[src/rtl/bic_pkg.sv]
// Shared constants and types for the banked interrupt controller.
// No dependencies; every other file imports this package.
package bic_pkg;

    localparam int BASIC_SOURCES = 8;
    localparam int BANK_SOURCES  = 32;
    localparam int BANK_ONE_BASE = BASIC_SOURCES;
    localparam int BANK_TWO_BASE = BASIC_SOURCES + BANK_SOURCES;
    localparam int TOTAL_SOURCES = BASIC_SOURCES + 2 * BANK_SOURCES;

    // Field widths of the request and response payloads
    localparam int KIND_W  = 2;
    localparam int NUM_W   = 7;
    localparam int LAST_W  = 8;
    localparam int BASIC_W = 8;
    localparam int BANK_W  = 32;

    typedef enum logic [KIND_W-1:0] {
        KIND_MASK   = 2'd0,
        KIND_UNMASK = 2'd1,
        KIND_QUERY  = 2'd2,
        KIND_NONE   = 2'd3
    } t_kind;

    // Enable bit update issued by the control stage
    typedef struct packed {
        logic             write;
        logic             set;
        logic [NUM_W-1:0] index;
    } t_enable_cmd;

    // Outcome of the next-pending search
    typedef struct packed {
        logic             found;
        logic [NUM_W-1:0] next_irq;
    } t_pick;

endpackage

[src/rtl/bic_if.sv]
// Valid/ready channel interfaces for requests and responses.
// Depends on bic_pkg for the field widths.
interface bic_req_if import bic_pkg::*; ();
    logic                     valid;
    logic                     ready;
    logic [KIND_W-1:0]        kind;
    logic [NUM_W-1:0]         irq_number;
    logic signed [LAST_W-1:0] prev_irq;
    logic [BASIC_W-1:0]       lines_basic;
    logic [BANK_W-1:0]        lines_bank_one;
    logic [BANK_W-1:0]        lines_bank_two;

    modport source (output valid, kind, irq_number, prev_irq, lines_basic,
                    lines_bank_one, lines_bank_two, input ready);
    modport sink   (input valid, kind, irq_number, prev_irq, lines_basic,
                    lines_bank_one, lines_bank_two, output ready);
endinterface

interface bic_rsp_if import bic_pkg::*; ();
    logic             valid;
    logic             ready;
    logic             found;
    logic [NUM_W-1:0] next_irq;
    logic             bad_number;

    modport source (output valid, found, next_irq, bad_number, input ready);
    modport sink   (input valid, found, next_irq, bad_number, output ready);
endinterface

[src/rtl/banked_interrupt_controller.sv]
// Top level of the banked interrupt controller: request register, enable
// bits, next-pending search and response register. Depends on bic_pkg,
// bic_if, bic_enable_regs and bic_next_pending.
//
//   port    | dir | transfer carries
//   --------+-----+---------------------------------------------------------
//   i_req   | in  | kind, irq_number, prev_irq, lines_basic/bank_one/bank_two
//   o_rsp   | out | found, next_irq, bad_number
//
// Each request passes through the request register, then through the enable
// update and priority search into the response register. A new request is
// taken every cycle while the response is not stalled.
// Reset clears all enable bits and empties both registers.
// A stalled response holds the request register; the input keeps accepting
// while the request register is empty or moves on in the same cycle.
module banked_interrupt_controller import bic_pkg::*; (
    input  logic   i_clk,
    input  logic   i_rst_n,
    bic_req_if.sink   i_req,
    bic_rsp_if.source o_rsp
);

    logic                     r_in_valid;
    t_kind                    r_kind;
    logic [NUM_W-1:0]         r_irq_number;
    logic signed [LAST_W-1:0] r_prev_irq;
    logic [TOTAL_SOURCES-1:0] r_lines;

    logic             r_out_valid;
    logic             r_found;
    logic [NUM_W-1:0] r_next_irq;
    logic             r_bad;

    logic                     advance;
    logic                     num_ok;
    t_enable_cmd              cmd;
    logic [TOTAL_SOURCES-1:0] enable;
    t_pick                    pick;
    logic                     n_found;
    logic [NUM_W-1:0]         n_next_irq;
    logic                     n_bad;

    assign advance     = r_in_valid && (!r_out_valid || o_rsp.ready);
    assign i_req.ready = !r_in_valid || advance;
    assign num_ok      = (r_irq_number < NUM_W'(TOTAL_SOURCES));

    always_comb begin
        cmd        = '0;
        n_found    = 1'b0;
        n_next_irq = '0;
        n_bad      = 1'b0;
        case (r_kind)
            KIND_MASK, KIND_UNMASK: begin
                cmd.write = advance && num_ok;
                cmd.set   = (r_kind == KIND_UNMASK);
                cmd.index = r_irq_number;
                n_bad     = !num_ok;
            end
            KIND_QUERY: begin
                n_found    = pick.found;
                n_next_irq = pick.found ? pick.next_irq : '0;
            end
            default: begin
            end
        endcase
    end

    bic_enable_regs u_enable (
        .i_clk    (i_clk),
        .i_rst_n  (i_rst_n),
        .i_cmd    (cmd),
        .o_enable (enable)
    );

    bic_next_pending u_pick (
        .i_lines    (r_lines),
        .i_enable   (enable),
        .i_prev_irq (r_prev_irq),
        .o_pick     (pick)
    );

    // request register
    always_ff @(posedge i_clk) begin
        if (!i_rst_n) begin
            r_in_valid <= 1'b0;
        end else if (i_req.ready) begin
            r_in_valid <= i_req.valid;
        end
    end

    always_ff @(posedge i_clk) begin
        if (i_req.valid && i_req.ready) begin
            r_kind       <= t_kind'(i_req.kind);
            r_irq_number <= i_req.irq_number;
            r_prev_irq   <= i_req.prev_irq;
            r_lines      <= {i_req.lines_bank_two, i_req.lines_bank_one,
                             i_req.lines_basic};
        end
    end

    // response register
    always_ff @(posedge i_clk) begin
        if (!i_rst_n) begin
            r_out_valid <= 1'b0;
        end else if (advance) begin
            r_out_valid <= 1'b1;
        end else if (o_rsp.ready) begin
            r_out_valid <= 1'b0;
        end
    end

    always_ff @(posedge i_clk) begin
        if (advance) begin
            r_found    <= n_found;
            r_next_irq <= n_next_irq;
            r_bad      <= n_bad;
        end
    end

    assign o_rsp.valid      = r_out_valid;
    assign o_rsp.found      = r_found;
    assign o_rsp.next_irq   = r_next_irq;
    assign o_rsp.bad_number = r_bad;

endmodule

[src/rtl/bic_enable_regs.sv]
// Per-source enable bits with set/clear by source number.
// Depends on bic_pkg.
module bic_enable_regs import bic_pkg::*; (
    input  logic                     i_clk,
    input  logic                     i_rst_n,
    input  t_enable_cmd              i_cmd,
    output logic [TOTAL_SOURCES-1:0] o_enable
);

    logic [TOTAL_SOURCES-1:0] r_enable;
    logic [TOTAL_SOURCES-1:0] n_enable;

    always_comb begin
        n_enable = r_enable;
        if (i_cmd.write) begin
            n_enable[i_cmd.index] = i_cmd.set;
        end
    end

    always_ff @(posedge i_clk) begin
        if (!i_rst_n) begin
            r_enable <= '0;
        end else begin
            r_enable <= n_enable;
        end
    end

    assign o_enable = r_enable;

endmodule

[src/rtl/bic_next_pending.sv]
// Lowest enabled pending source strictly above the last handled number.
// Depends on bic_pkg; purely combinational.
module bic_next_pending import bic_pkg::*; (
    input  logic [TOTAL_SOURCES-1:0] i_lines,
    input  logic [TOTAL_SOURCES-1:0] i_enable,
    input  logic signed [LAST_W-1:0] i_prev_irq,
    output t_pick                    o_pick
);

    logic signed [LAST_W:0]   start_s;
    logic [LAST_W-1:0]        start;
    logic [TOTAL_SOURCES-1:0] window;
    logic [TOTAL_SOURCES-1:0] cand;
    logic [TOTAL_SOURCES-1:0] lowest;
    logic [NUM_W-1:0]         code;

    always_comb begin
        // a negative start clamps to source zero
        start_s = {i_prev_irq[LAST_W-1], i_prev_irq} + (LAST_W+1)'(1);
        start   = start_s[LAST_W] ? '0 : start_s[LAST_W-1:0];
        for (int i = 0; i < TOTAL_SOURCES; i++) begin
            window[i] = (LAST_W'(i) >= start);
        end
        cand   = i_lines & i_enable & window;
        // isolate the lowest set bit, then encode it
        lowest = cand & (~cand + TOTAL_SOURCES'(1));
        code   = '0;
        for (int i = 0; i < TOTAL_SOURCES; i++) begin
            code = code | ({NUM_W{lowest[i]}} & NUM_W'(i));
        end
        o_pick.found    = |cand;
        o_pick.next_irq = code;
    end

endmodule
[src/flat_wrapper.sv]
// flat-port wrapper written by rule: the top's interface ports become plain ports
module banked_interrupt_controller_flat import bic_pkg::*;
  (i_clk, i_rst_n, i_req_valid, i_req_kind, i_req_irq_number, i_req_prev_irq, i_req_lines_basic, i_req_lines_bank_one, i_req_lines_bank_two, i_req_ready, o_rsp_valid, o_rsp_found, o_rsp_next_irq, o_rsp_bad_number, o_rsp_ready);
  bic_req_if i_req_i ();
  bic_rsp_if o_rsp_i ();
  input  logic i_clk;
  input  logic i_rst_n;
  input wire logic [$bits(i_req_i.valid)-1:0] i_req_valid;
  input wire logic [$bits(i_req_i.kind)-1:0] i_req_kind;
  input wire logic [$bits(i_req_i.irq_number)-1:0] i_req_irq_number;
  input wire logic [$bits(i_req_i.prev_irq)-1:0] i_req_prev_irq;
  input wire logic [$bits(i_req_i.lines_basic)-1:0] i_req_lines_basic;
  input wire logic [$bits(i_req_i.lines_bank_one)-1:0] i_req_lines_bank_one;
  input wire logic [$bits(i_req_i.lines_bank_two)-1:0] i_req_lines_bank_two;
  output wire logic [$bits(i_req_i.ready)-1:0] i_req_ready;
  output wire logic [$bits(o_rsp_i.valid)-1:0] o_rsp_valid;
  output wire logic [$bits(o_rsp_i.found)-1:0] o_rsp_found;
  output wire logic [$bits(o_rsp_i.next_irq)-1:0] o_rsp_next_irq;
  output wire logic [$bits(o_rsp_i.bad_number)-1:0] o_rsp_bad_number;
  input wire logic [$bits(o_rsp_i.ready)-1:0] o_rsp_ready;
  assign i_req_i.valid = i_req_valid;
  assign i_req_i.kind = i_req_kind;
  assign i_req_i.irq_number = i_req_irq_number;
  assign i_req_i.prev_irq = i_req_prev_irq;
  assign i_req_i.lines_basic = i_req_lines_basic;
  assign i_req_i.lines_bank_one = i_req_lines_bank_one;
  assign i_req_i.lines_bank_two = i_req_lines_bank_two;
  assign i_req_ready = i_req_i.ready;
  assign o_rsp_valid = o_rsp_i.valid;
  assign o_rsp_found = o_rsp_i.found;
  assign o_rsp_next_irq = o_rsp_i.next_irq;
  assign o_rsp_bad_number = o_rsp_i.bad_number;
  assign o_rsp_i.ready = o_rsp_ready;
  banked_interrupt_controller u_core (.i_clk(i_clk), .i_rst_n(i_rst_n), .i_req(i_req_i), .o_rsp(o_rsp_i));
endmodule
[config.mk]
export PLATFORM = sky130hd
export DESIGN_NAME = banked_interrupt_controller_flat
export DESIGN_NICKNAME = d
export VERILOG_FILES = /design/src/rtl/bic_pkg.sv /design/src/rtl/bic_if.sv /design/src/rtl/banked_interrupt_controller.sv /design/src/rtl/bic_enable_regs.sv /design/src/rtl/bic_next_pending.sv /design/src/flat_wrapper.sv
export SDC_FILE = /design/constraint.sdc
export NUM_CORES = 1
export LEC_CHECK = 0
export ABC_AREA = 1
export BUFFER_PORTS_ARGS = -buffer_cell sky130_fd_sc_hd__buf_2
export CORE_ASPECT_RATIO = 2
export CORE_MARGIN = 1.5
export CORE_UTILIZATION = 50
export CTS_CLUSTER_SIZE = 25
export DETAILED_ROUTE_END_ITERATION = 8
export HOLD_SLACK_MARGIN = 0.05
export PLACE_DENSITY_LB_ADDON = 0.2
export SKIP_CTS_REPAIR_TIMING = 1
export SLEW_MARGIN = 25
export SYNTH_ARGS = -nofsm -noshare
export SYNTH_HDL_FRONTEND = slang
export SYNTH_SLANG_ARGS = --single-unit
export TNS_END_PERCENT = 1
[constraint.sdc]
create_clock -name i_clk -period 6.3 [get_ports i_clk]
set_input_delay 1.89 -clock i_clk [delete_from_list [all_inputs] [get_ports i_clk]]
set_output_delay 1.89 -clock i_clk [all_outputs]
set_load 0.05 [all_outputs]
==> results of run 1 <==
==> final cells by class <==
class	count	area, µm²	share of cell area
clock inverter	14	126.4	0.01119
inverter	173	650.6	0.05759
tap	262	327.8	0.02902
multi-input combinational	1019	4778	0.4230
timing repair buffer	109	560.5	0.04962
clock buffer	18	429.2	0.03799
sequential	172	4424	0.3916
==> power by group through the flow <==
stage | combinational, µW | sequential [µW] | clock (µW)
2_1_floorplan | 105 | 1270 | 0
3_3_place_gp | 184 | 1270 | 0
3_5_place_dp | 185 | 1270 | 0
4_1_cts | 186 | 1250 | 995
5_1_grt | 207 | 1250 | 1030
6_report | 194 | 1250 | 984
==> flip-flops by register name, summed over array words and instances, names as in the netlist <==
name / flops
u_core.r_lines: 72
u_core.u_enable.o_enable: 72
u_core.r_prev_irq: 8
u_core.o_rsp.next_irq: 7
u_core.r_irq_number: 7
u_core.r_kind: 2
u_core.o_rsp.bad_number: 1
u_core.o_rsp.found: 1
u_core.o_rsp.valid: 1
u_core.r_in_valid: 1
==> placed cells by master (no fill, tap or decap), drive strengths merged <==
| master | count |
|---|---|
| a21oi | 87 |
| a311oi | 51 |
| a31oi | 1 |
| and2 | 1 |
| and3 | 2 |
| buf | 109 |
| clkbuf | 18 |
| clkinv | 6 |
| clkinvlp | 2 |
| dfxtp | 74 |
| edfxtp | 98 |
| ha | 1 |
| inv | 179 |
| nand2 | 401 |
| nand3 | 92 |
| nand3b | 11 |
| nand4 | 44 |
| nor2 | 248 |
| nor3 | 25 |
| nor3b | 2 |
| nor4 | 2 |
| o211ai | 2 |
| o21a | 2 |
| o21ai | 38 |
| o21bai | 5 |
| o2bb2ai | 1 |
| o31ai | 1 |
| or2 | 1 |
| xor2 | 1 |
==> synth_stat cells (11+ instances only) <==
cell	n	area [µm²]
nor2_1	227	852.1
nor2_2	15	93.84
clkbuf_1	25	93.84
a21oi_1	87	435.4
inv_1	167	626.9
o21ai_0	31	155.2
a311oi_1	51	446.7
nand3_1	84	420.4
dfxtp_1	74	1481
nand2_1	392	1471
nand3b_1	11	82.58
nor3_1	25	125.1
edfxtp_1	98	2943
nand4_1	44	275.3
==> final timing paths <==
path | end | depth (start not counted)
min | u_core.u_enable.o_enable[51] | 2
max | u_core.o_rsp.next_irq[1] | 23
max reg2reg | u_core.o_rsp.next_irq[1] | 23
min reg2reg | u_core.u_enable.o_enable[51] | 2
==> through the flow <==
step	hold slack [ns]	cells	instance area, µm²	util
2_1_floorplan	0.4836	1400	10010	-
3_3_place_gp	0.4941	1735	10740	0.5445
3_5_place_dp	0.5022	1735	10740	0.5445
4_1_cts	0.5103	1767	11300	0.5726
5_1_grt	0.5280	1767	11300	0.5726
6_report	0.5130	1767	11300	0.5726
==> layer usage <==
metal,vias to the layer above,part of all wire
met5,-,0
met4,0,0.11
met3,178,0.068
met2,472,0.50
met1,4642,0.32
li1,4846,-
==> cell families (layout without fill, tap and decap cells) <==
group / count (synthesis) / in the layout / synth area share
simple gates: 829 / 829 / 0.3575
buf+inv: 209 / 314 / 0.08085
compound gates: 188 / 188 / 0.1176
flops: 172 / 172 / 0.4419
fa+ha+maj: 1 / 1 / 0.001249
xor+xnor: 1 / 1 / 0.0008749
==> worst register-to-register path: cells and delay by family, from the launching register on <==
kind / cells / cell delay [ns]
buffers and inverters: 4 / 0.37
flip-flops: 1 / 0.43
AND/OR/NAND/NOR: 18 / 3.21
adder cells (fa/ha/maj): 1 / 0.28
==> key figures, run 1 <==
Run status
  – Status: finished, final reports clean

STA
  – # setup viols final: 0
  – RSZ-0062 raised after global routing: no
  – Worst rel slew slack: 0.3107
  – Final setup margin: 1.761 ns
  – Setup TNS Final: 0 ns
  – Tightest Pin Transition: 1.026 ns
  – Max Clk Rate: 220.3 MHz
  – Clk_skew: ~0.0062 ns
  – Final number of hold-violating endpoints: 0
  – Fin. max-slew vios: 0
  – Final period util: 0.7204
  – Post-layout min period: 4.539 ns

Synthesis
  – YS warnings: 0
  – Syn Std Cell Area: 10010 µm²
  – Ys flop type: edfxtp_1
  – Netlist cell types: 39
  – Cells after synthesis: 1400
  – Avg Synthesized Cell Area: 7.152 µm²
  – Syn nets: 1494
  – Sequential area share after synthesis: 0.4419
  – Fraction of registers with async set/reset: 0
  – EDFF count, synth: 98
  – FF+latch count, synth: 172

Critical path
  – Worst Path Arrival: 4.74 ns
  – Worst r2r src: u_core.r_prev_irq[0]
  – Slowest-stage cell, CP: nor2_1
  – CP max FO: 18
  – CP Buf/Inv Count: 4
  – CP Cell Sequence: ha_1, inv_1, nor2_2, nand2_1, nand2_2, nand3_2, nand2_2, nor2_4, nand3_1, nand2_1, inv_1, nand3_1, inv_2, nand2_1, nand2_1, nor2_1, nand2_1, nor2_1, nand3_1, nor2_1, nand3_1, nand2_1, inv_1
  – Crit end category: flop
  – Worst setup SP type: flop
  – CP startpoint: u_core.r_prev_irq[0]
  – Crit path max-delay family: simple AND/OR/NAND/NOR gates
  – Worst R2R Setup Slack: around 1.8 ns
  – Most frequent CP cell: nand2_1
  – Critical path required time: 6.50 ns
  – CP Class: reg -> reg
  – Crit-path max cell delay: 0.62 ns

Clocking
  – Num CTS Buffers: 17
  – Root Buffer: clkbuf_16
  – Clock Sink Count: ~170
  – CTS Buffer Depth: 2
  – Worst-Skew Late Latency: 0.44 ns
  – H-tree depth: 4
  – CTS tree: done
  – Clk slew on worst S/H paths: 0.07 ns

Place
  – Post-place setup slack: 1.861 ns
  – DP Wirelength: 30900 µm
  – IO buf count: 103
  – Placer's final routability congestion estimate: between 1 and 1.5

Drt
  – ANT nets after route: 0
  – Pre-antenna DRT Iters: 5
  – Initial DRC count: 799
  – Wire per inst: ~22 µm
  – Vias per cell: ~5.7
  – Final wirelength: a little under 40000 µm
  – Number of vias in the routed layout: between 10000 and 15000
  – DRC: 0

Power
  – Logic pwr share: 0.080
  – Static leakage: between 0.006 and 0.007 µW
  – PwrDens: 214.6 nW/µm²
  – Net Sw Frac: 0.2602
  – Flop pwr share: 0.514
  – Clock network power share: 0.406
  – Pint: 1794 µW
  – Peak supply drop: 0.0002944 V
  – Switching power: between 600 and 700 µW
  – Power, Total: roughly 2400 µW

GRT
  – Remaining Overflow, GRT: 0
  – Gr busiest metal: met2
  – GRT met1 Usage: 0.3804
  – Global-route wire length before repair: just under 60000 µm
  – Initial antenna violation count: 0
  – Total track usage: 0.3952
  – GRT met3 Usage: 0.1036
  – Pin count of the biggest net entering global routing: 73
  – Vias in the first global route: 10050
  – Met2 usage: 0.6703

Cells and area
  – Synth-to-Final Area Change: 12.83%
  – N_diodes: 0
  – Layout fillers: 1988
  – Share of layout cells above drive strength 1: 0.1256
  – Nets: 1586

Floorplanning
  – Starting Density: 0.5075
  – Row count: 73
  – Die H: 203.1 µm
  – Core area: just under 20000 µm²
  – # IOs: 104
  – Die X-Extent: 103.1 µm
  – Die area: 20930 µm²

Job
  – Max Cap Viol: 0

Hold path
  – Hold crit path type: reg -> reg
  – Min-delay src: u_core.u_enable.o_enable[51]
Power figures use the tool's default switching activity.
==> inputs of run 2 (changes only) <==
Settings changed: ABC_AREA 1 to 0.
Clock period 6.3 ns to 4.4 ns, I/O delays scaled along.
==> run 2 against run 1 <==
Against the previous run:
- worst setup slack worse by 1.7 ns
- power is 57% higher
- hold slack worse by 0.047 ns
- clock-buffer cell count increased by 2
- largest power group unchanged
- routed wire length is 3.5% higher
- sequential power grew 44%
- via count increased by 2.4%
==> key figures, run 2 <==
GRT
  – Initial antenna violation count: 1 (+1)
  – Total track usage: 0.3797 (-0.01543)
  – Remaining Overflow, GRT: 0 (unchanged)
  – Vias in the first global route: 10010 (-0.37%)
  – Global-route wire length before repair: 60040 µm (+2.6%)
  – Pin count of the biggest net entering global routing: 75 (+2.7%)

Hold path
  – Min-delay src: u_core.u_enable.o_enable[29]
  – Min-Delay Path Depth: 2 (unchanged)
  – Hold crit path type: reg -> reg
  – Hold Path End: u_core.u_enable.o_enable[29]

Drt
  – ANT nets after route: 0 (unchanged)
  – Pre-antenna DRT Iters: 7 (+2)
  – Number of vias in the routed layout: 10380 (+2.4%)
  – Vias per cell: 6.497 (+13%)
  – DRC: 0 (unchanged)
  – Wire per inst: 25.53 µm (+14%)
  – Final wirelength: 40800 µm (+3.5%)
  – Initial DRC count: 829 (+3.8%)

Clocking
  – CTS tree: done
  – Root Buffer: clkbuf_16
  – Clock Sink Count: 172 (unchanged)
  – Worst-Skew Late Latency: 0.45 ns (about the same)
  – Num CTS Buffers: 17 (unchanged)
  – Clk slew on worst S/H paths: 0.07 ns (about the same)
  – CTS Buffer Depth: 2 (unchanged)
  – H-tree depth: 4 (unchanged)

Floorplanning
  – # IOs: 104 (unchanged)
  – Core area: 20460 µm² (+3.7%)
  – Row count: 74 (+1.4%)
  – Die H: 207.1 µm (+2.0%)
  – Die X-Extent: 105.1 µm (+1.9%)
  – Die area: 21760 µm² (+3.9%)
  – Starting Density: 0.5090 (+0.001505)

STA
  – Setup TNS Final: 0 ns (unchanged)
  – Max Clk Rate: 228.4 MHz (+3.7%)
  – Final period util: 0.9951 (+0.2747)
  – Tightest Pin Transition: 0.9820 ns (-0.04399 ns)
  – WHS: 0.4656 ns (-0.04740 ns)
  – Worst rel slew slack: 0.3429 (+0.03217)
  – Final number of hold-violating endpoints: 0 (unchanged)
  – Post-layout min period: 4.379 ns (-0.1599 ns)
  – # setup viols final: 0 (unchanged)
  – Final setup margin: 0.02134 ns (-1.740 ns)
  – Clk_skew: 0.008820 ns (+0.002633 ns)
  – Fin. max-slew vios: 0 (unchanged)

Synthesis
  – Synth cell count leaders: 216 x nand2_1, 98 x edfxtp_1, 97 x nor2_1
  – Count leader, synth: nand2_1
  – Syn nets: 1291 (-14%)
  – FF+latch count, synth: 172 (unchanged)
  – Fraction of registers with async set/reset: 0 (unchanged)
  – Ys flop type: edfxtp_1
  – Post-synth top area share: 0.2826 (-0.01137)
  – Syn Std Cell Area: 10410 µm² (+4.0%)
  – YS warnings: 0 (unchanged)
  – Top cells by area, synth: edfxtp_1 28%, dfxtp_1 14%, nand2_1 7.8%
  – Cells after synthesis: 1197 (-14%)
  – Netlist cell types: 98 (+150%)
  – Area leader, netlist: edfxtp_1
  – Avg Synthesized Cell Area: 8.701 µm² (+22%)
  – Sequential area share after synthesis: 0.4248 (-0.01709)
  – EDFF count, synth: 98 (unchanged)

Critical path
  – CP Class: reg -> reg
  – Critical path required time: 4.68 ns (-1.82 ns)
  – Slowest-stage cell, CP: o311ai_1
  – Crit path max-delay family: compound AO/OA/AOI/OAI gates
  – Worst r2r dst: u_core.o_rsp.next_irq[1]
  – Worst path depth: 12 (-48%)
  – Crit-path max cell delay: 0.83 ns (+0.21 ns)
  – R2R cell count: 12 (-48%)
  – CP Cell Sequence: buf_4, and3_1, o21ai_0, nand2_1, o311ai_1, nand2_1, a2111oi_0, buf_4, a21oi_1, nor2_1, nor3_1, a41oi_1
  – Worst Path Arrival: 4.66 ns (-0.08 ns)
  – Worst R2R Setup Slack: 0.02 ns (-1.74 ns)
  – Worst setup SP type: flop
  – Worst r2r src: u_core.r_prev_irq[3]
  – CP max FO: 21 (+3)
  – Crit end category: flop
  – CP Buf/Inv Count: 2 (-2)

Place
  – Placed cell areas: 11460 µm² (+6.7%)
  – IO buf count: 103 (unchanged)
  – Placer's final routability congestion estimate: 1.149 (+13%)
  – DP Wirelength: 32000 µm (+3.6%)
  – Post-place setup slack: 0.1771 ns (-1.684 ns)

Power
  – Peak supply drop: 0.0005229 V (+78%)
  – PwrDens: 312.8 nW/µm² (+46%)
  – Static leakage: 0.004361 µW (-28%)

Cells and area
  – N_diodes: 0 (unchanged)
  – Post-Layout Inst Area: 12150 µm² (+7.5%)
  – Synth-to-Final Area Change: 16.65%
  – Most frequent cells in the layout: 215 x nand2_1, 102 x buf_2, 98 x edfxtp_1
  – Nets: 1413 (-11%)
  – Most common cell after layout, fill and taps aside: nand2_1
  – Fin util: 0.5937 (+0.02112)
  – Share of layout cells above drive strength 1: 0.1974 (+0.07187)

Run status
  – Status: finished, final reports clean

Job
  – Max Cap Viol: 0 (unchanged)
[run 2: cells by family after synthesis]
kind of cell,Yosys count,synth area share
buf+inv,87,0.04049
flops,172,0.4248
fa+ha+maj,1,0.001201
mux,4,0.004325
xor+xnor,2,0.001682
compound gates,367,0.2585
simple gates,564,0.2690
[run 2: area by class of cell]
| cell class | count | area, µm² |
|---|---|---|
| inverter | 16 | 60.06 |
| timing repair buffer | 174 | 1076 |
| clock inverter | 12 | 161.4 |
| sequential | 172 | 4424 |
| fill | 1800 | 8313 |
| tap | 266 | 332.8 |
| clock buffer | 20 | 456.7 |
| multi-input combinational | 938 | 5638 |
[run 2: where the power goes]
group,internal (µW),switching (µW)
logic,133,289
clock network,931,649
registers,1760,38.4
total,2820,977
[run 2: metal layers]
metal | vias to the layer above | global-route usage | routed length (µm)
li1 | 4728 | - | -
met1 | 4935 | 0.4080 | 14280
met2 | 539 | 0.6306 | 19650
met3 | 180 | 0.07520 | 2614
met4 | 0 | 0.3231 | 4261
met5 | - | 0 | 0
[run 2: metrics by stage]
stage / std cells / power (µW)
2_1_floorplan: 1197 / 2047
3_3_place_gp: 1564 / 2233
5_1_grt: 1598 / 3901
3_5_place_dp: 1564 / 2233
6_report: 1598 / 3800
4_1_cts: 1596 / 3801
[run 2: how the worst max path moves through the flow]
stage	from	end	slack, ns
finish	u_core.r_prev_irq[3]	u_core.o_rsp.next_irq[1]	0.02
global route	u_core.r_prev_irq[0]	u_core.o_rsp.next_irq[2]	-0.005
CTS	u_core.r_prev_irq[0]	u_core.o_rsp.next_irq[2]	0.15
detailed placement	u_core.r_prev_irq[0]	u_core.o_rsp.next_irq[2]	0.18
global placement	u_core.r_prev_irq[0]	u_core.o_rsp.next_irq[2]	0.23
floorplan	o_rsp_ready	u_core.r_irq_number[0]	0.04
[run 2: worst reg2reg max path: cells and delay by family, from the launching register on]
family / cells / cell delay [ns]
DFF: 1 / 0.57
buffers and inverters: 2 / 0.51
AOI/OAI and AO/OA: 5 / 1.94
and+or+nand+nor: 5 / 1.19
